==> config.mk <==
export PLATFORM = sky130hd
export DESIGN_NAME = key_value_list_url_decoder
export DESIGN_NICKNAME = d
export VERILOG_FILES = /design/src/rtl/core/kvd_pkg.sv /design/src/rtl/core/kvd_front.sv /design/src/rtl/core/kvd_queue.sv /design/src/rtl/core/kvd_back.sv /design/src/rtl/core/key_value_list_url_decoder.sv
export SDC_FILE = /design/constraint.sdc
export NUM_CORES = 1
export LEC_CHECK = 0
export ABC_AREA = 1
export CAP_MARGIN = 20
export CORE_UTILIZATION = 64
export DETAILED_ROUTE_END_ITERATION = 6
export DONT_BUFFER_PORTS = 1
export GPL_TIMING_DRIVEN = 0
export HOLD_SLACK_MARGIN = 0.05
export PLACE_DENSITY_LB_ADDON = 0.2
export SYNTH_ARGS = -nofsm -noshare
export SYNTH_HDL_FRONTEND = slang
export SYNTH_SLANG_ARGS = --single-unit
==> constraint.sdc <==
create_clock -name clk -period 7.36 [get_ports clk]
set_input_delay 0.736 -clock clk [delete_from_list [all_inputs] [get_ports clk]]
set_output_delay 0.736 -clock clk [all_outputs]
set_load 0.02 [all_outputs]
==> src/rtl/core/kvd_pkg.sv <==
// Shared types, codes and helper functions for the key/value list decoder.
// No dependencies; every other file in rtl/core imports this package.
package kvd_pkg;

  // Default depth of the held whitespace run
  localparam int WS_RUN_MAX_DEF = 32;
  // Default depth of the command queue between front and back
  localparam int QUEUE_DEPTH_DEF = 2;

  // Stream widths
  localparam int IN_TDATA_W  = 8;
  localparam int OUT_TDATA_W = 16;
  localparam int OUT_TUSER_W = 2;

  // Configuration register indexes
  localparam logic CFG_PART_SEPARATOR = 1'b0;
  localparam logic CFG_TRIM_MODE      = 1'b1;

  // Reset values of the configuration registers
  localparam logic [7:0] PART_SEPARATOR_RST = 8'h26;
  localparam logic       TRIM_MODE_RST      = 1'b0;

  // Result kinds
  localparam logic [1:0] KIND_KEY   = 2'd0;
  localparam logic [1:0] KIND_VALUE = 2'd1;
  localparam logic [1:0] KIND_END   = 2'd2;

  // Pending escape states
  localparam logic [1:0] ESC_NONE = 2'd0;
  localparam logic [1:0] ESC_ONE  = 2'd1;
  localparam logic [1:0] ESC_TWO  = 2'd2;

  // Character codes
  localparam logic [7:0] CH_PCT   = 8'h25;
  localparam logic [7:0] CH_PLUS  = 8'h2B;
  localparam logic [7:0] CH_EQUAL = 8'h3D;
  localparam logic [7:0] CH_TAB   = 8'h09;
  localparam logic [7:0] CH_SPACE = 8'h20;

  // Part phase, one-hot
  typedef enum logic [2:0] {
    PH_KEY   = 3'b001,
    PH_VALUE = 3'b010,
    PH_SKIP  = 3'b100
  } phase_t;

  // One command from front to back: the results of one item, in this order:
  // pre escape text, held whitespace (carried beside the struct), data byte,
  // post escape text, end marker.
  typedef struct packed {
    logic       val_kind;   // 1 value bytes, 0 key bytes
    logic       pre_pct;
    logic       pre_chr;
    logic [7:0] pre_char;
    logic       data_en;
    logic [7:0] data_byte;
    logic       post_pct;
    logic       post_chr;
    logic [7:0] post_char;
    logic       marker;
    logic       ovf;
  } cmd_t;

  // Hex digit value: bit 4 set when the character is a hex digit
  function automatic logic [4:0] hex_val(input logic [7:0] c);
    logic [4:0] r;
    r = 5'd0;
    if (c inside {[8'h30:8'h39]}) begin
      r = {1'b1, 4'(c - 8'h30)};
    end else if (c inside {[8'h61:8'h66]}) begin
      r = {1'b1, 4'(c - 8'h57)};
    end else if (c inside {[8'h41:8'h46]}) begin
      r = {1'b1, 4'(c - 8'h37)};
    end
    return r;
  endfunction

endpackage

==> src/rtl/core/kvd_front.sv <==
// Front end: accepts text bytes, tracks part, escape and whitespace state,
// and turns each item that gives results into one command for the back end. Uses kvd_pkg.
module kvd_front #(
  parameter int WS_RUN_MAX = kvd_pkg::WS_RUN_MAX_DEF
) (
  input  logic                               clk,
  input  logic                               rst,
  input  logic                               in_valid,
  output logic                               in_ready,
  input  logic [7:0]                         in_byte,
  input  logic                               in_eot,
  input  logic [7:0]                         part_separator,
  input  logic                               trim_mode,
  input  logic                               q_full,
  output logic                               push,
  output kvd_pkg::cmd_t                      cmd,
  output logic [$clog2(WS_RUN_MAX+1)-1:0]    cmd_ws_cnt,
  output logic [WS_RUN_MAX-1:0]              cmd_ws_kinds
);
  import kvd_pkg::*;

  localparam int CNT_W = $clog2(WS_RUN_MAX + 2);
  localparam int RUN_W = $clog2(WS_RUN_MAX + 1);

  phase_t                phase, phase_next;
  logic                  key_nonempty, key_nonempty_next;
  logic                  leading_ws, leading_ws_next;
  logic [1:0]            esc_cnt, esc_cnt_next;
  logic [7:0]            esc_chr, esc_chr_next;
  logic [CNT_W-1:0]      run_cnt, run_cnt_next;
  logic [WS_RUN_MAX-1:0] run_kinds, run_kinds_next;

  logic [1:0] esc_eff;
  logic       run_over;
  logic       is_ws;
  logic       is_tab;
  logic       plain;
  logic       accept;
  logic       nonempty;
  logic [4:0] hv_b;
  logic [4:0] hv_c;

  assign in_ready = !q_full;
  assign accept   = in_valid && in_ready;

  // Decode one item
  always_comb begin
    phase_next        = phase;
    key_nonempty_next = key_nonempty;
    leading_ws_next   = leading_ws;
    esc_cnt_next      = esc_cnt;
    esc_chr_next      = esc_chr;
    run_cnt_next      = run_cnt;
    run_kinds_next    = run_kinds;
    cmd               = '0;
    cmd.val_kind      = (phase == PH_VALUE);
    cmd_ws_cnt        = '0;
    cmd_ws_kinds      = '0;
    esc_eff           = esc_cnt;
    plain             = 1'b0;
    run_over          = run_cnt > CNT_W'(WS_RUN_MAX);
    is_tab            = (in_byte == CH_TAB);
    is_ws             = (in_byte == CH_SPACE) || is_tab;
    hv_b              = hex_val(in_byte);
    hv_c              = hex_val(esc_chr);

    if (in_byte == part_separator) begin
      // close the part
      cmd.ovf = run_over;
      if ((phase == PH_KEY || phase == PH_VALUE) && key_nonempty) begin
        cmd.pre_pct  = (esc_cnt != ESC_NONE);
        cmd.pre_chr  = (esc_cnt == ESC_TWO);
        cmd.pre_char = esc_chr;
        cmd.marker   = 1'b1;
      end
      phase_next        = PH_KEY;
      key_nonempty_next = 1'b0;
      leading_ws_next   = 1'b1;
      esc_cnt_next      = ESC_NONE;
      esc_chr_next      = 8'h00;
      run_cnt_next      = '0;
      run_kinds_next    = '0;
    end else if (phase != PH_KEY && phase != PH_VALUE) begin
      // skip the rest of a part with an empty key
    end else if (phase == PH_KEY && in_byte == CH_EQUAL) begin
      // end of key: drop trailing whitespace
      cmd.ovf        = run_over;
      run_cnt_next   = '0;
      run_kinds_next = '0;
      if (key_nonempty) begin
        cmd.pre_pct     = (esc_cnt != ESC_NONE);
        cmd.pre_chr     = (esc_cnt == ESC_TWO);
        cmd.pre_char    = esc_chr;
        esc_cnt_next    = ESC_NONE;
        phase_next      = PH_VALUE;
        leading_ws_next = 1'b1;
      end else begin
        phase_next = PH_SKIP;
      end
    end else if (trim_mode && is_ws) begin
      // hold inner whitespace, drop leading whitespace
      if (!leading_ws) begin
        cmd.pre_pct  = (esc_cnt != ESC_NONE);
        cmd.pre_chr  = (esc_cnt == ESC_TWO);
        cmd.pre_char = esc_chr;
        esc_cnt_next = ESC_NONE;
        if (run_cnt < CNT_W'(WS_RUN_MAX)) begin
          run_kinds_next = run_kinds | (WS_RUN_MAX'(is_tab) << run_cnt);
          run_cnt_next   = run_cnt + CNT_W'(1);
        end else begin
          run_cnt_next = CNT_W'(WS_RUN_MAX + 1);
        end
      end
    end else begin
      // replay a held run, which resolves any pending escape first
      if (run_cnt != '0) begin
        cmd.ovf      = run_over;
        cmd.pre_pct  = (esc_cnt != ESC_NONE);
        cmd.pre_chr  = (esc_cnt == ESC_TWO);
        cmd.pre_char = esc_chr;
        cmd_ws_cnt   = run_over ? RUN_W'(WS_RUN_MAX) : run_cnt[RUN_W-1:0];
        cmd_ws_kinds = run_kinds;
        esc_eff      = ESC_NONE;
      end
      run_cnt_next    = '0;
      run_kinds_next  = '0;
      leading_ws_next = 1'b0;
      esc_cnt_next    = ESC_NONE;
      if (phase == PH_KEY) begin
        key_nonempty_next = 1'b1;
      end
      // decode the byte against the escape state
      case (esc_eff)
        ESC_ONE: begin
          if (hv_b[4]) begin
            esc_cnt_next = ESC_TWO;
            esc_chr_next = in_byte;
          end else begin
            cmd.pre_pct = 1'b1;
            plain       = 1'b1;
          end
        end
        ESC_TWO: begin
          if (hv_b[4]) begin
            cmd.data_en   = 1'b1;
            cmd.data_byte = {hv_c[3:0], hv_b[3:0]};
          end else begin
            cmd.pre_pct  = 1'b1;
            cmd.pre_chr  = 1'b1;
            cmd.pre_char = esc_chr;
            plain        = 1'b1;
          end
        end
        default: plain = 1'b1;
      endcase
      if (plain) begin
        if (in_byte == CH_PLUS) begin
          cmd.data_en   = 1'b1;
          cmd.data_byte = CH_SPACE;
        end else if (in_byte == CH_PCT) begin
          esc_cnt_next = ESC_ONE;
        end else begin
          cmd.data_en   = 1'b1;
          cmd.data_byte = in_byte;
        end
      end
    end

    // end of text closes the part after this byte
    if (in_eot && in_byte != part_separator) begin
      cmd.ovf = cmd.ovf | (run_cnt_next > CNT_W'(WS_RUN_MAX));
      if ((phase_next == PH_KEY || phase_next == PH_VALUE) && key_nonempty_next) begin
        cmd.post_pct  = (esc_cnt_next != ESC_NONE);
        cmd.post_chr  = (esc_cnt_next == ESC_TWO);
        cmd.post_char = esc_chr_next;
        cmd.marker    = 1'b1;
      end
      phase_next        = PH_KEY;
      key_nonempty_next = 1'b0;
      leading_ws_next   = 1'b1;
      esc_cnt_next      = ESC_NONE;
      esc_chr_next      = 8'h00;
      run_cnt_next      = '0;
      run_kinds_next    = '0;
    end
  end

  // Push only items that give results
  assign nonempty = cmd.pre_pct || cmd.data_en || cmd.post_pct || cmd.marker ||
                    (cmd_ws_cnt != '0);
  assign push     = accept && nonempty;

  // Decode state
  always_ff @(posedge clk) begin
    if (rst) begin
      phase        <= PH_KEY;
      key_nonempty <= 1'b0;
      leading_ws   <= 1'b1;
      esc_cnt      <= ESC_NONE;
      esc_chr      <= 8'h00;
      run_cnt      <= '0;
      run_kinds    <= '0;
    end else if (accept) begin
      phase        <= phase_next;
      key_nonempty <= key_nonempty_next;
      leading_ws   <= leading_ws_next;
      esc_cnt      <= esc_cnt_next;
      esc_chr      <= esc_chr_next;
      run_cnt      <= run_cnt_next;
      run_kinds    <= run_kinds_next;
    end
  end

endmodule

==> src/rtl/core/kvd_queue.sv <==
// Short command queue between front and back end.
// Generic data width; uses kvd_pkg for the default depth.
module kvd_queue #(
  parameter int DW    = 8,
  parameter int DEPTH = kvd_pkg::QUEUE_DEPTH_DEF
) (
  input  logic          clk,
  input  logic          rst,
  input  logic          push,
  input  logic [DW-1:0] wr_data,
  output logic          full,
  output logic          valid,
  input  logic          pop,
  output logic [DW-1:0] rd_data
);
  import kvd_pkg::*;

  localparam int PTR_W = (DEPTH > 1) ? $clog2(DEPTH) : 1;
  localparam int CNT_W = $clog2(DEPTH + 1);

  logic [DW-1:0]    mem [DEPTH];
  logic [PTR_W-1:0] wr_ptr, rd_ptr;
  logic [CNT_W-1:0] count;

  assign full    = (count == CNT_W'(DEPTH));
  assign valid   = (count != '0);
  assign rd_data = mem[rd_ptr];

  // Store entries
  always_ff @(posedge clk) begin
    if (push) begin
      mem[wr_ptr] <= wr_data;
    end
  end

  // Advance pointers and count
  always_ff @(posedge clk) begin
    if (rst) begin
      wr_ptr <= '0;
      rd_ptr <= '0;
      count  <= '0;
    end else begin
      if (push) begin
        wr_ptr <= (wr_ptr == PTR_W'(DEPTH - 1)) ? '0 : wr_ptr + PTR_W'(1);
      end
      if (pop) begin
        rd_ptr <= (rd_ptr == PTR_W'(DEPTH - 1)) ? '0 : rd_ptr + PTR_W'(1);
      end
      count <= count + CNT_W'(push) - CNT_W'(pop);
    end
  end

endmodule

==> src/rtl/core/kvd_back.sv <==
// Back end: plays out one command as a series of result items, one per cycle while
// the output is not stalled by m_ready, into an output register. Uses kvd_pkg.
module kvd_back #(
  parameter int WS_RUN_MAX = kvd_pkg::WS_RUN_MAX_DEF
) (
  input  logic                            clk,
  input  logic                            rst,
  input  logic                            q_valid,
  output logic                            q_pop,
  input  kvd_pkg::cmd_t                   q_cmd,
  input  logic [$clog2(WS_RUN_MAX+1)-1:0] q_ws_cnt,
  input  logic [WS_RUN_MAX-1:0]           q_ws_kinds,
  output logic                            m_valid,
  input  logic                            m_ready,
  output logic [1:0]                      m_kind,
  output logic [7:0]                      m_byte,
  output logic                            m_last,
  output logic                            m_ovf
);
  import kvd_pkg::*;

  localparam int RUN_W = $clog2(WS_RUN_MAX + 1);

  cmd_t                  w, w_next;
  logic [RUN_W-1:0]      w_cnt, w_cnt_next;
  logic [WS_RUN_MAX-1:0] w_kinds, w_kinds_next;
  logic                  w_valid;

  logic       adv;
  logic       rest_empty;
  logic       load;
  logic [1:0] e_kind;
  logic [7:0] e_byte;

  assign adv = w_valid && (!m_valid || m_ready);

  // Pick the earliest pending result and clear it
  always_comb begin
    w_next       = w;
    w_cnt_next   = w_cnt;
    w_kinds_next = w_kinds;
    e_kind       = w.val_kind ? KIND_VALUE : KIND_KEY;
    e_byte       = 8'h00;
    if (w.pre_pct) begin
      e_byte         = CH_PCT;
      w_next.pre_pct = 1'b0;
    end else if (w.pre_chr) begin
      e_byte         = w.pre_char;
      w_next.pre_chr = 1'b0;
    end else if (w_cnt != '0) begin
      e_byte       = w_kinds[0] ? CH_TAB : CH_SPACE;
      w_kinds_next = w_kinds >> 1;
      w_cnt_next   = w_cnt - RUN_W'(1);
    end else if (w.data_en) begin
      e_byte         = w.data_byte;
      w_next.data_en = 1'b0;
    end else if (w.post_pct) begin
      e_byte          = CH_PCT;
      w_next.post_pct = 1'b0;
    end else if (w.post_chr) begin
      e_byte          = w.post_char;
      w_next.post_chr = 1'b0;
    end else begin
      e_kind        = KIND_END;
      w_next.marker = 1'b0;
    end
  end

  assign rest_empty = !(w_next.pre_pct || w_next.pre_chr || w_next.data_en ||
                        w_next.post_pct || w_next.post_chr || w_next.marker) &&
                      (w_cnt_next == '0);
  assign load  = q_valid && (!w_valid || (adv && rest_empty));
  assign q_pop = load;

  // Working command control
  always_ff @(posedge clk) begin
    if (rst) begin
      w_valid <= 1'b0;
    end else if (load) begin
      w_valid <= 1'b1;
    end else if (adv && rest_empty) begin
      w_valid <= 1'b0;
    end
  end

  // Working command payload
  always_ff @(posedge clk) begin
    if (load) begin
      w       <= q_cmd;
      w_cnt   <= q_ws_cnt;
      w_kinds <= q_ws_kinds;
    end else if (adv) begin
      w       <= w_next;
      w_cnt   <= w_cnt_next;
      w_kinds <= w_kinds_next;
    end
  end

  // Output register control
  always_ff @(posedge clk) begin
    if (rst) begin
      m_valid <= 1'b0;
    end else if (adv) begin
      m_valid <= 1'b1;
    end else if (m_ready) begin
      m_valid <= 1'b0;
    end
  end

  // Output register payload
  always_ff @(posedge clk) begin
    if (adv) begin
      m_kind <= e_kind;
      m_byte <= e_byte;
      m_last <= rest_empty;
      m_ovf  <= w.ovf;
    end
  end

endmodule

==> src/rtl/core/key_value_list_url_decoder.sv <==
// Path: an item's results pass through the command queue, the back end's working
// command register and the output register. Throughput: one result item per cycle
// from the back end while m_axis_tready holds; the front takes one item per cycle
// while the 2-entry command queue has room. Items that give no result are not queued.
// Reset (rst, synchronous): clears part state, queue and output; configuration
// returns to separator '&' and trim off.
module key_value_list_url_decoder #(
  parameter int WS_RUN_MAX  = kvd_pkg::WS_RUN_MAX_DEF,
  parameter int QUEUE_DEPTH = kvd_pkg::QUEUE_DEPTH_DEF
) (
  input  logic                             clk,
  input  logic                             rst,
  // input items
  input  logic                             s_axis_tvalid,
  output logic                             s_axis_tready,
  input  logic [kvd_pkg::IN_TDATA_W-1:0]   s_axis_tdata,  // [7:0] text_byte
  input  logic                             s_axis_tlast,  // end_of_text
  // result items
  output logic                             m_axis_tvalid,
  input  logic                             m_axis_tready,
  output logic [kvd_pkg::OUT_TDATA_W-1:0]  m_axis_tdata,  // [7:0] out_byte, [8] ws_overflow
  output logic [kvd_pkg::OUT_TUSER_W-1:0]  m_axis_tuser,  // [1:0] out_kind
  output logic                             m_axis_tlast,  // run_last
  // configuration writes
  input  logic                             cfg_valid,
  output logic                             cfg_ready,
  input  logic                             cfg_index,
  input  logic [7:0]                       cfg_data
);
  import kvd_pkg::*;

  localparam int RUN_W = $clog2(WS_RUN_MAX + 1);
  localparam int Q_W   = $bits(cmd_t) + RUN_W + WS_RUN_MAX;

  logic [7:0] part_separator;
  logic       trim_mode;

  logic                  push;
  logic                  q_full;
  logic                  q_valid;
  logic                  q_pop;
  cmd_t                  f_cmd, b_cmd;
  logic [RUN_W-1:0]      f_ws_cnt, b_ws_cnt;
  logic [WS_RUN_MAX-1:0] f_ws_kinds, b_ws_kinds;
  logic [Q_W-1:0]        q_rd_data;
  logic [7:0]            out_byte;
  logic                  out_ovf;

  // Configuration registers
  assign cfg_ready = 1'b1;

  always_ff @(posedge clk) begin
    if (rst) begin
      part_separator <= PART_SEPARATOR_RST;
      trim_mode      <= TRIM_MODE_RST;
    end else if (cfg_valid && cfg_ready) begin
      case (cfg_index)
        CFG_PART_SEPARATOR: part_separator <= cfg_data;
        CFG_TRIM_MODE:      trim_mode      <= cfg_data[0];
        default: ;
      endcase
    end
  end

  kvd_front #(
    .WS_RUN_MAX(WS_RUN_MAX)
  ) u_front (
    .clk            (clk),
    .rst            (rst),
    .in_valid       (s_axis_tvalid),
    .in_ready       (s_axis_tready),
    .in_byte        (s_axis_tdata[7:0]),
    .in_eot         (s_axis_tlast),
    .part_separator (part_separator),
    .trim_mode      (trim_mode),
    .q_full         (q_full),
    .push           (push),
    .cmd            (f_cmd),
    .cmd_ws_cnt     (f_ws_cnt),
    .cmd_ws_kinds   (f_ws_kinds)
  );

  kvd_queue #(
    .DW    (Q_W),
    .DEPTH (QUEUE_DEPTH)
  ) u_queue (
    .clk     (clk),
    .rst     (rst),
    .push    (push),
    .wr_data ({f_cmd, f_ws_cnt, f_ws_kinds}),
    .full    (q_full),
    .valid   (q_valid),
    .pop     (q_pop),
    .rd_data (q_rd_data)
  );

  assign {b_cmd, b_ws_cnt, b_ws_kinds} = q_rd_data;

  kvd_back #(
    .WS_RUN_MAX(WS_RUN_MAX)
  ) u_back (
    .clk        (clk),
    .rst        (rst),
    .q_valid    (q_valid),
    .q_pop      (q_pop),
    .q_cmd      (b_cmd),
    .q_ws_cnt   (b_ws_cnt),
    .q_ws_kinds (b_ws_kinds),
    .m_valid    (m_axis_tvalid),
    .m_ready    (m_axis_tready),
    .m_kind     (m_axis_tuser),
    .m_byte     (out_byte),
    .m_last     (m_axis_tlast),
    .m_ovf      (out_ovf)
  );

  // Pack result fields
  assign m_axis_tdata = {(OUT_TDATA_W - 9)'(0), out_ovf, out_byte};

endmodule

Yosys cells after proc, flatten, opt, wreduce, memory -nomap -nowiden. Memories as Yosys holds them, arrays and structs flattened. A register that Yosys moved wholly into a read port is not among the register bits. Cells that the tools add are included. Widths: inputs -> output; s select.

Bits in writable memories: 140. Output and inout port bits: 22. Input port bits: 23. Logic and storage cells: 300. Flip-flop bits (word level): 150. Memories: 1.

Memories: u_queue.mem (depth 2, width 70, rd ports 1, clocked after memory_dff 1, wr ports 1, RTL line kvd_queue.sv:21) `logic [DW-1:0] mem [DEPTH];`.

Mux-type cells: 160. Eq/ne operators: 25. Add/subtract/negate cells: 12. Bitwise gates (word level): 3. Shift operators: 1. Reductions and logical operators: 52. Order comparisons: 15.

Operators with widths (number): $mux 32 (18); $mux 10 (12); $mux 6 (19); $mux 8 (12); $mux 9 (7); $mux 2 (27); $mux 1 (48); $eq 8x6->1 const B (4); $ge 8x7->1 const B (4); $le 8x7->1 const B (4); $or 32x32->32 (1); $shl 1x6->32 (1); $mux 31 (1); $mux 19 (1); $logic_and 1x1->1 (18); $mux 18 (1); $reduce_bool 6->1 (3); $ge 8x6->1 const B (2); $le 8x6->1 const B (2); $sub 4x3->4 const B (4); $mux 3 (5); $mux 5 (3); $reduce_bool 2->1 (7); $logic_or 1x1->1 (13); other kinds (32) (51).

Depth between registers and ports, before layout. Gate-level depths: netlist of run 1.

Word-level depth: 28. Mapped depth: 21. Gate-level depth less buffers: 21.

Cells and area by module. A second synthesis of run 1 with hierarchy kept.

Cell total of the unflattened synthesis: 1404. Area total of the unflattened synthesis: 14498.9 um^2.

By module, submodules not included: kvd_queue (seq. area each 4304.1 um^2, area each 5630.4 um^2, times used 1, cells each 249); kvd_back (seq. area each 2502.4 um^2, area each 4239.1 um^2, times used 1, cells each 425); kvd_front (seq. area each 1061.0 um^2, area each 4186.5 um^2, times used 1, cells each 666); key_value_list_url_decoder (seq. area each 180.2 um^2, area each 442.9 um^2, times used 1, cells each 64).

Least setup slack after synthesis of run 1. OpenSTA, ideal clock, no wires.

Path type: in2reg. Start: input s_axis_tdata[1] (netlist name). End: memory u_queue.mem[0][0] (netlist name), enable pin. Path slack: 1.776 ns. Arrival: 5.085 ns. Data required time: 6.862 ns. Setup time: 0.498 ns. Stages on the path: 15. Buffers on the path: 0. Path through: inv_1 > ha_1 > nand2_1 > nor2_1 > nor2_1 > nor2_1 > nor2_1 > nand2_1 > nand2_1 > nand2_1 > a21oi_1 > nor2_1 > nand3_1 > nand2_1 > nor2_1.

RTL lines: start: declaration (RTL line key_value_list_url_decoder.sv:16) `input logic [kvd_pkg::IN_TDATA_W-1:0] s_axis_tdata,`; end: declaration (RTL line kvd_queue.sv:21).

==> results.py, run 1 <==
metrics = {
    "yosys": {
        "synth_area_leaders": "edfxtp_1, dfxtp_1, nand2_1",
        "netlist_area_um2": 13130,
        "synth-simple-area-share_pct": 17.07,
        "yosysWarnings": 0,
        "synth_largest_area_cell": "edfxtp_1",
        "synth_compound_gate_area_share_pct": 7.412,
        "synth_top_area_share_pct": 50.76,
        "synthAdderAreaFrac_pct": 1.429,
        "netlist_instances": 1305,
        "synth-seq-cells": 291,
        "synth_mux_area_share_pct": 5.736,
        "synth-edff-count": 222,
        "synth-seq-area-share_pct": 61.28,
        "async_flop_share_pct": 0,
        "postSynthAreaPerCell_um2": 10.06,
        "synth_xor_area_share_pct": 0.8670,
        "synth_top_family_by_area": "simple AND/OR/NAND/NOR gates",
        "synth_top_flop_cell": "edfxtp_1",
        "synth_cell_types": 42,
    },
    "timing": {
        "setup_violations": 0,
        "fin_skew_ns": 0.01011,
        "fin_crit_ns": 4.385,
        "fin_ws_ns": 2.975,
        "hold_viol": 0,
        "rsz0062_at_grt": "no",
        "tightest_slew_ns": 1.079,
        "fmax_ghz": 0.2281,
        "slew_headroom_pct": 27.81,
        "fin_tns_setup_ns": 0,
        "period_share_pct": 59.57,
        "maxSlewViolCount": 0,
    },
    "clocking": {
        "postCtsResizedCells": 0,
        "cts_tree": "yes",
        "numCtsBuffers": 29,
        "cts_setup_buffers": 0,
        "cts-root-buf": "clkbuf_16",
        "cts_hold_buf": 0,
        "cts_max_level": 1,
        "numClockSinks": 291,
        "clk_latency_ns": 0.56,
        "clockBufferDepth": 3,
        "clk_pin_slew_ns": 0.06,
    },
    "grt": {
        "overflow": 0,
        "grt_pass1_vias": 8900,
        "antenna_found_initial": 0,
        "grt_pass1_wl_um": 47040,
        "grt_max_degree": 71,
        "track_usage_pct": 28.35,
    },
    "setup_path": {
        "worstPathRequired_ns": 7.63,
        "crit_chain": "clkbuf_1 > nor2_1 > nand3_1 > nor2_1 > inv_1 > ha_1 > inv_1 > nand2_1 > nand2_1 > a21oi_1 > nor2_1 > nand3_1 > nand2_1 > nor2_4 > buf_12 > buf_16",
        "arrival_ns": 4.65,
        "critPathSlowestCell": "nor2_4",
        "worstSetupPathType": "reg2reg",
        "cp.buffers_inverters": 5,
        "worst_setup_path_start_kind": "register",
        "critPathTopFamily": "simple AND/OR/NAND/NOR gates",
        "cp_max_fo": 30,
        "endpoint_kind": "register",
        "slowest_delay_ns": 0.60,
    },
    "floorplanning": {
        "die-area_um2": 21100,
        "io_pins": 45,
        "start_util_pct": 65.11,
        "dieWidth_um": 145.2,
        "num_rows": 52,
        "core_um2": 20170,
        "die_h_um": 145.2,
    },
    "worst_hold_path": {
        "hp-class": "in2reg",
    },
    "power": {
        "p_comb_share_pct": 23.4,
        "clockPowerShare_pct": 30.7,
        "sw_frac_of_total_pct": 30.53,
        "p_sw_uw": 1596,
        "seq_power_share_pct": 45.9,
        "p_leak_uw": 0.005501,
        "intPower_uw": 3630,
        "irDropWorstVdd_mv": 0.2492,
        "power_uw": 5226,
        "power_density_nw_per_um2": 357.1,
    },
    "placed_design": {
        "pre_cts_slack_ns": 3.038,
        "dp_hpwl_um": 20230,
        "placed_area_um2": 13590,
        "gp_congestion": 0.9442,
        "placement.io_buffers": 0,
    },
    "routing": {
        "ant_nets": 0,
        "drt_iter0_drc": 932,
        "routed_wirelength_um": 29200,
        "wl_per_cell_um": 17.82,
        "drt_pass1_iterations": 5,
        "drc": 0,
        "via_count": 9284,
        "viasPerCell": 5.668,
    },
    "status": {
        "outcome": "complete, no violations",
    },
    "final_layout": {
        "drive_gt1_share_pct": 10.16,
        "nets": 1383,
        "diodes": 0,
        "final_util_pct": 72.56,
        "final_common_cell": "nand2_1",
        "num-fill-cells": 1432,
        "final_area_um2": 14630,
        "area_growth_syn_to_layout_pct": 11.43,
        "mostFrequentLayoutCells": "nand2_1, edfxtp_1, nor2_1",
    },
    "flow_run": {
        "drv_cap": 0,
    },
}
## final cells by class
type | count | area [um2] | area share, %
Buffer | 64 | 300.3 | 2.052
Clock buffer | 33 | 740.7 | 5.062
Clock inverter | 21 | 304.0 | 2.078
Inverter | 135 | 509.2 | 3.480
Multi-Input combinational cell | 821 | 4319 | 29.51
Sequential cell | 291 | 8048 | 54.99
Tap cell | 270 | 337.8 | 2.308
Timing Repair Buffer | 3 | 75.07 | 0.5130
## synth_stat cells, types with 2 or more instances
cell type	number
a32o_1	5
ha_1	15
a211oi_1	4
mux2i_1	28
xnor2_1	7
nand2_1	258
inv_2	6
nor4_1	2
nor3_1	43
inv_1	128
o21ai_2	2
mux2_2	42
nand3_1	79
nand4_1	13
o22ai_1	6
a21oi_1	91
o21ai_1	4
nor2_1	137
nor2_2	2
edfxtp_1	222
buf_2	21
conb_1	2
dfxtp_1	69
a31oi_1	2
o211ai_1	6
buf_4	9
nand2_2	2
clkbuf_1	30
xor2_1	6
o21ai_0	49
buf_1	4
## logic make-up after synthesis
kind of cell	Yosys count
and+or+nand+nor	540
DFF	291
buffers and inverters	199
AOI/OAI and AO/OA	175
muxes	70
adders and majority gates	15
xor gates and xnor gates	13
other	2
## sequential cells by signal, indices dropped and copies added, names as in the netlist, named ones only
| signal | flops |
|---|---|
| u_back.w_cnt | 6 |
| u_back.m_last | 1 |
| part_separator | 8 |
| u_queue.wr_ptr | 1 |
| u_back.m_ovf | 1 |
| u_back.m_valid | 1 |
| u_front.leading_ws | 1 |
| u_front.esc_cnt | 2 |
| u_back.m_byte | 8 |
| u_queue.mem | 140 |
| u_queue.count | 2 |
| u_back.w_valid | 1 |
| u_front.run_kinds | 32 |
| trim_mode | 1 |
| u_front.esc_chr | 8 |
| u_back.w_kinds | 32 |
| u_front.key_nonempty | 1 |
| u_back.m_kind | 2 |
| u_back.w | 32 |
| u_front.run_cnt | 6 |
| u_queue.rd_ptr | 1 |
| u_front.phase | 3 |
## worst paths after layout
check	slack, ns	start	endpoint	depth (start not counted)
setup / recovery	2.98	u_front.run_cnt[5]	u_queue.mem[0][16]	16
hold / removal	0.24	rst	u_front.esc_cnt[0]	1
setup reg to reg	2.98	u_front.run_cnt[5]	u_queue.mem[0][16]	16
hold reg to reg	0.44	u_back.w[0]	u_back.m_ovf	0
## worst reg2reg max path: stages, from the launching register on
cell      delay (ns)
dfxtp_1         0.29
clkbuf_1        0.22
nor2_1          0.50
nand3_1         0.35
nor2_1          0.23
inv_1           0.06
ha_1            0.27
inv_1           0.05
nand2_1         0.09
nand2_1         0.18
a21oi_1         0.41
nor2_1          0.10
nand3_1         0.13
nand2_1         0.12
nor2_4          0.60
buf_12          0.30
buf_16          0.20
## metrics by stage
stage,instances,hold slack [ns]
finish,1638,0.2424
global route,1638,0.2267
CTS,1638,0.2294
detailed placement,1584,0.4211
global placement,1581,0.4009
floorplan,1311,0.4003
## per-layer routing
| metal | routed length (um) | track usage [%] | vias up | share of wire [%] |
|---|---|---|---|---|
| li1 | - | - | 4520 | - |
| met1 | 13440 | 42.97 | 4367 | 46 |
| met2 | 13090 | 43.75 | 358 | 45 |
| met3 | 2164 | 4.025 | 39 | 7.4 |
| met4 | 501 | 6.053 | 0 | 1.7 |
| met5 | 0 | 0 | - | 0 |
## power groups by stage
stage / clock, uW / sequential [uW] / combinational (uW)
global route: 1680 / 2430 / 1360
global placement: 0 / 2440 / 1120
finish: 1600 / 2400 / 1220
CTS: 1620 / 2400 / 1230
detailed placement: 0 / 2430 / 1210
floorplan: 0 / 2400 / 864
(Power assumes the default switching activity.)
==> inputs of run 2 (changes only) <==
Settings changed: CORE_UTILIZATION 64 to 57.
Clock period 7.36 ns to 4 ns, I/O delays scaled along.
==> run 2 against run 1 <==
Net effect: worst hold slack lost 0.087 ns; register-to-register slack lost 2.7 ns; clock power grew 84%; largest cell class unchanged; highest routed layer unchanged.
==> results.py, run 2 (synthesized netlist as in run 1, its figures left out) <==
metrics = {
    "status": {
        "outcome": "complete, no violations",
    },
    "final_layout": {
        "top_register": "u_queue.mem",
        "drive_gt1_share_pct": 10.03,
        "regArea_um2": 8048,
        "diodes": 0,
        "largest_reg_flops": 140,
        "mostFrequentLayoutCells": "nand2_1, edfxtp_1, nor2_1",
        "nets": 1400,
        "final_common_cell": "nand2_1",
        "final_area_um2": 14830,
        "multiInputGateArea_um2": 4328,
        "final_cells": 1671,
        "area_growth_syn_to_layout_pct": 12.92,
        "num-fill-cells": 1746,
    },
    "timing": {
        "maxSlewViolCount": 0,
        "fin_skew_ns": 0.01952,
        "tightest_slew_ns": 1.006,
        "hold_viol": 0,
        "rsz0062_at_grt": "no",
        "period_share_pct": 92.51,
        "fmax_ghz": 0.2702,
        "fin_ws_ns": 0.2996,
        "fin_tns_setup_ns": 0,
        "fin_crit_ns": 3.700,
        "slew_headroom_pct": 32.69,
        "setup_violations": 0,
    },
    "placed_design": {
        "placed_area_um2": 13610,
        "dp_hpwl_um": 19850,
        "pre_cts_slack_ns": -0.05584,
        "placement.io_buffers": 0,
        "place_inst": 1599,
        "gp_congestion": 0.9202,
    },
    "clocking": {
        "cts-root-buf": "clkbuf_16",
        "clk_latency_ns": 0.55,
        "cts_max_level": 1,
        "cts_tree": "yes",
        "clk_pin_slew_ns": 0.06,
        "clockBufferDepth": 3,
        "numClockSinks": 291,
        "numCtsBuffers": 30,
    },
    "floorplanning": {
        "dieWidth_um": 153.8,
        "io_pins": 45,
        "die-area_um2": 23650,
        "num_rows": 55,
        "die_h_um": 153.8,
        "start_util_pct": 58.00,
        "core_um2": 22640,
    },
    "grt": {
        "track_usage_pct": 24.16,
        "overflow": 0,
        "antenna_found_initial": 0,
        "grt_pass1_wl_um": 44750,
        "grt_max_degree": 71,
        "grt_pass1_vias": 8736,
    },
    "worst_hold_path": {
        "min_to": "u_front.leading_ws",
        "holdCritStartpoint": "s_axis_tlast",
        "hold_depth": 4,
        "hp-class": "in2reg",
    },
    "setup_path": {
        "r2r_start": "u_front.run_cnt[5]",
        "crit-reg2reg-capture": "u_queue.mem[1][4]",
        "worst_setup_path_start_kind": "register",
        "worstPathRequired_ns": 4.17,
        "endpoint_kind": "register",
        "worstSetupPathType": "reg2reg",
        "worstRegToRegCells": 14,
        "arrival_ns": 3.88,
        "cp_max_fo": 70,
        "r2r_setup_slack_ns": 0.30,
    },
    "power": {
        "irDropWorstVdd_mv": 0.4133,
        "power_uw": 9577,
        "p_leak_uw": 0.005578,
        "power_density_nw_per_um2": 645.8,
    },
    "flow_run": {
        "drv_cap": 0,
    },
    "routing": {
        "drc": 0,
        "viasPerCell": 5.504,
        "drt_pass1_iterations": 5,
        "drt_iter0_drc": 844,
        "wl_per_cell_um": 16.75,
        "via_count": 9197,
        "ant_nets": 0,
        "routed_wirelength_um": 28000,
    },
}
[run 2: cell count changes in the layout (fill, tap and decap cells not counted), moves of 2 or more]
| cell | previous run | this run |
|---|---|---|
| dlygate4sd3_1 | 0 | 13 |
| clkbuf_1 | 34 | 38 |
| clkinv_2 | 7 | 4 |
| buf_4 | 9 | 11 |
| clkinv_1 | 3 | 5 |
| clkinvlp_4 | 3 | 1 |
| nor2_2 | 2 | 4 |
[run 2: worst max-delay path, stage by stage, from the launching register on]
cell      delay, ns
dfxtp_1        0.29
clkbuf_1       0.22
nor2_2         0.32
nand3_1        0.28
nor2_1         0.22
inv_1          0.06
ha_1           0.27
inv_1          0.05
nand2_1        0.08
nand2_1        0.17
a21oi_1        0.40
nor2_1         0.09
nand3_1        0.12
nand3_1        0.17
inv_6          0.56
[run 2: per-stage QoR]
| stage | hold slack (ns) | utilization [%] |
|---|---|---|
| after global placement | 0.4010 | 59.73 |
| final | 0.1555 | 65.50 |
| after floorplan | 0.4003 | - |
| after detailed placement | 0.4133 | 60.11 |
| after global routing | 0.1585 | 65.50 |
| after CTS | 0.1343 | 65.38 |
[run 2: area by class of cell]
| cell class | count | area share (%) |
|---|---|---|
| flip-flops and latches | 291 | 54.27 |
| plain buffers | 64 | 2.067 |
| multi-input cells | 822 | 29.18 |
| clock inverters | 18 | 1.873 |
| well taps | 285 | 2.405 |
| repair buffers | 18 | 1.485 |
| inverters | 135 | 3.451 |
| clock buffers | 38 | 5.265 |
[run 2: layer usage]
layer | GRT usage (%) | up-vias | routed length [um]
met5 | 0 | - | 0
met4 | 5.333 | 0 | 463
met3 | 3.382 | 40 | 1832
met2 | 37.49 | 312 | 12420
met1 | 36.22 | 4289 | 13280
li1 | - | 4556 | -
[run 2: worst max-delay path by stage]
stage	startpoint	slack, ns	endpoint	depth (start not counted)
after floorplan	u_front.run_cnt[5]	0.03	u_queue.mem[1][0]	14
after global routing	u_front.run_cnt[5]	0.03	u_queue.mem[1][4]	14
after detailed placement	u_front.run_cnt[5]	-0.06	u_queue.mem[0][7]	15
final	u_front.run_cnt[5]	0.30	u_queue.mem[1][4]	14
after global placement	u_front.run_cnt[5]	-1.32	u_queue.mem[1][4]	14
after CTS	u_front.run_cnt[5]	0.005	u_queue.mem[1][4]	14
[run 2: report_power, final]
part           switching [uW]  internal (uW)  total (uW)
Clock                    1120           1830        2950
Sequential                257           4140        4400
Combinational            1470            763        2230
[run 2: timing repair]
action                                  4_1_cts  5_1_grt
hold endpoints to repair                     12        0
cloned                                        1        0
endpoints found under the setup margin       30      142
gates resized for setup                       0        5
pin swaps                                     1        1
hold buffers                                 13        0
setup buffers                                 0        2
==> inputs of run 3 (changes only) <==
Settings changed: CORE_UTILIZATION 57 to 60, CTS_BUF_LIST set to sky130_fd_sc_hd__clkbuf_4 sky130_fd_sc_hd__clkbuf_8.
==> run 3 against run 2 <==
Net effect: first-iteration DRC count decreased by 12%; critical path depth up 2; clock power down 16%; fmax grew 2.3%; via count is 0.85% higher; final cell count up 1.0%; critical endpoint is now u_back.w_kinds[2].
==> results.py, run 3 (synthesized netlist as in run 1, its figures left out) <==
metrics = {
    "timing": {
        "hold_viol": 0,
        "period_share_pct": 90.43,
        "fin_skew_ns": 0.01657,
        "fmax_ghz": 0.2765,
        "setup_violations": 0,
        "fin_crit_ns": 3.617,
        "tightest_slew_ns": 0.7741,
        "rsz0062_at_grt": "no",
        "maxSlewViolCount": 0,
        "fin_ws_ns": 0.3829,
        "slew_headroom_pct": 48.05,
        "fin_hold_ws_ns": 0.1339,
    },
    "setup_path": {
        "endpoint_kind": "register",
        "r2r_start": "u_back.w_cnt[0]",
        "cp_max_fo": 17,
        "endpoint": "u_back.w_kinds[2]",
        "worstRegToRegCells": 16,
        "worstPathRequired_ns": 4.27,
        "arrival_ns": 3.89,
        "worst_setup_path_start_kind": "register",
        "crit-reg2reg-capture": "u_back.w_kinds[2]",
        "worst_setup_path_startpoint": "u_back.w_cnt[0]",
        "r2r_setup_slack_ns": 0.38,
        "worstSetupPathType": "reg2reg",
    },
    "grt": {
        "grt_use_met1_pct": 39.58,
        "grt_pass1_wl_um": 44640,
        "grt.met3_usage_pct": 4.146,
        "grt_pass1_vias": 8715,
        "track_usage_pct": 25.95,
        "use_met2_pct": 38.01,
        "antenna_found_initial": 0,
        "busiest_layer": "met1",
        "grt_max_degree": 71,
        "overflow": 0,
    },
    "power": {
        "power_uw": 9132,
        "sw_frac_of_total_pct": 31.35,
        "p_sw_uw": 2863,
        "power_density_nw_per_um2": 621.0,
        "p_leak_uw": 0.005568,
        "irDropWorstVdd_mv": 0.2634,
        "p_comb_share_pct": 24.8,
        "seq_power_share_pct": 48.2,
        "clockPowerShare_pct": 27.0,
        "intPower_uw": 6269,
    },
    "clocking": {
        "numClockSinks": 291,
        "clk_pin_slew_ns": 0.07,
        "cts-root-buf": "clkbuf_8",
        "cts_tree": "yes",
        "cts_max_level": 2,
        "numCtsBuffers": 46,
        "clk_latency_ns": 0.56,
        "clockBufferDepth": 3,
    },
    "final_layout": {
        "regArea_um2": 8048,
        "mostFrequentLayoutCells": "nand2_1, edfxtp_1, nor2_1",
        "area_growth_syn_to_layout_pct": 11.98,
        "largest_reg_flops": 140,
        "num-fill-cells": 1625,
        "multiInputGateArea_um2": 4325,
        "top_register": "u_queue.mem",
        "final_common_cell": "nand2_1",
        "nets": 1417,
        "diodes": 0,
        "drive_gt1_share_pct": 11.96,
        "final_util_pct": 69.30,
    },
    "routing": {
        "routed_wirelength_um": 28070,
        "via_count": 9275,
        "drt_iter0_drc": 745,
        "viasPerCell": 5.495,
        "drc": 0,
        "drt_pass1_iterations": 5,
        "wl_per_cell_um": 16.63,
        "ant_nets": 0,
    },
    "floorplanning": {
        "die_h_um": 149.9,
        "start_util_pct": 61.89,
        "die-area_um2": 22480,
        "core_um2": 21220,
        "io_pins": 45,
        "num_rows": 53,
        "dieWidth_um": 149.9,
    },
    "worst_hold_path": {
        "hp-class": "in2reg",
    },
    "placed_design": {
        "dp_hpwl_um": 19800,
        "gp_congestion": 0.9368,
        "placement.io_buffers": 0,
        "pre_cts_slack_ns": -0.1388,
    },
    "flow_run": {
        "drv_cap": 0,
    },
    "status": {
        "outcome": "complete, no violations",
    },
}
==> run 3: cell types whose count changed in the layout (fill, tap and decap cells not counted), sizes merged <==
cell / previous run / this run
inv: 134 / 135
clkinv: 11 / 16
nor2: 140 / 139
bufinv: 7 / 1
clkbuf: 68 / 94
buf: 39 / 41
==> run 3: stage by stage <==
stage,instances,setup TNS (ns),area (um2)
after global placement,1586,-159.44,13510
final,1688,0,14710
after CTS,1685,0,14670
after detailed placement,1590,-11.43,13630
after floorplan,1311,0,13170
after global routing,1688,0,14710
==> run 3: layout make-up <==
cell class,instances,area share [%]
sequential,291,54.73
timing repair buffer,20,1.787
clock inverter,18,0.7573
buffer,64,2.085
tap,275,2.340
clock buffer,64,5.394
inverter,135,3.497
multi-input combinational,821,29.41
==> run 3: per-layer routing <==
metal	share of wire, %	vias up	wire length [um]
met5	0	-	0
met2	43	374	12060
met1	47	4250	13210
li1	-	4591	-
met4	2.0	0	570
met3	7.9	60	2229
==> run 3: worst max-delay path, cell delays in order (launching register included) <==
cell and delay, ns:
edfxtp_1 0.36, inv_1 0.12, ha_1 0.22, nand2_1 0.08, nor2_2 0.11, nand2_2 0.12
inv_2 0.14, nand2_2 0.11, o21ai_2 0.19, nand4_1 0.11, a21oi_1 0.13, nand3_1 0.17
a21oi_4 0.34, inv_2 0.13, buf_2 0.24, a21oi_4 0.52, buf_16 0.22
==> run 3: worst min-delay path by stage <==
stage	start	end	slack (ns)	cells after the start
floorplan	u_back.w[0]	u_back.m_ovf	0.40	0
global placement	u_back.w[0]	u_back.m_ovf	0.40	0
detailed placement	u_back.w[0]	u_back.m_ovf	0.42	0
CTS	rst	u_front.phase[1]	0.11	3
global route	rst	u_front.phase[1]	0.14	3
finish	s_axis_tlast	u_front.leading_ws	0.13	4
==> run 3: what timing repair did <==
action | CTS | global route
buffers inserted | 0 | 2
hold buffers | 13 | 0
hold endpoints to repair | 12 | 0
pin swaps | 0 | 1
endpoints found under the setup margin | 110 | 127
resized for setup | 2 | 5
==> run 3: power by group through the flow <==
| stage | clock network [uW] | logic [uW] | registers [uW] |
|---|---|---|---|
| 2_1_floorplan | 0 | 1600 | 4400 |
| 3_5_place_dp | 0 | 2220 | 4460 |
| 5_1_grt | 2630 | 2530 | 4460 |
| 4_1_cts | 2490 | 2250 | 4400 |
| 6_report | 2470 | 2270 | 4400 |
| 3_3_place_gp | 0 | 2060 | 4460 |
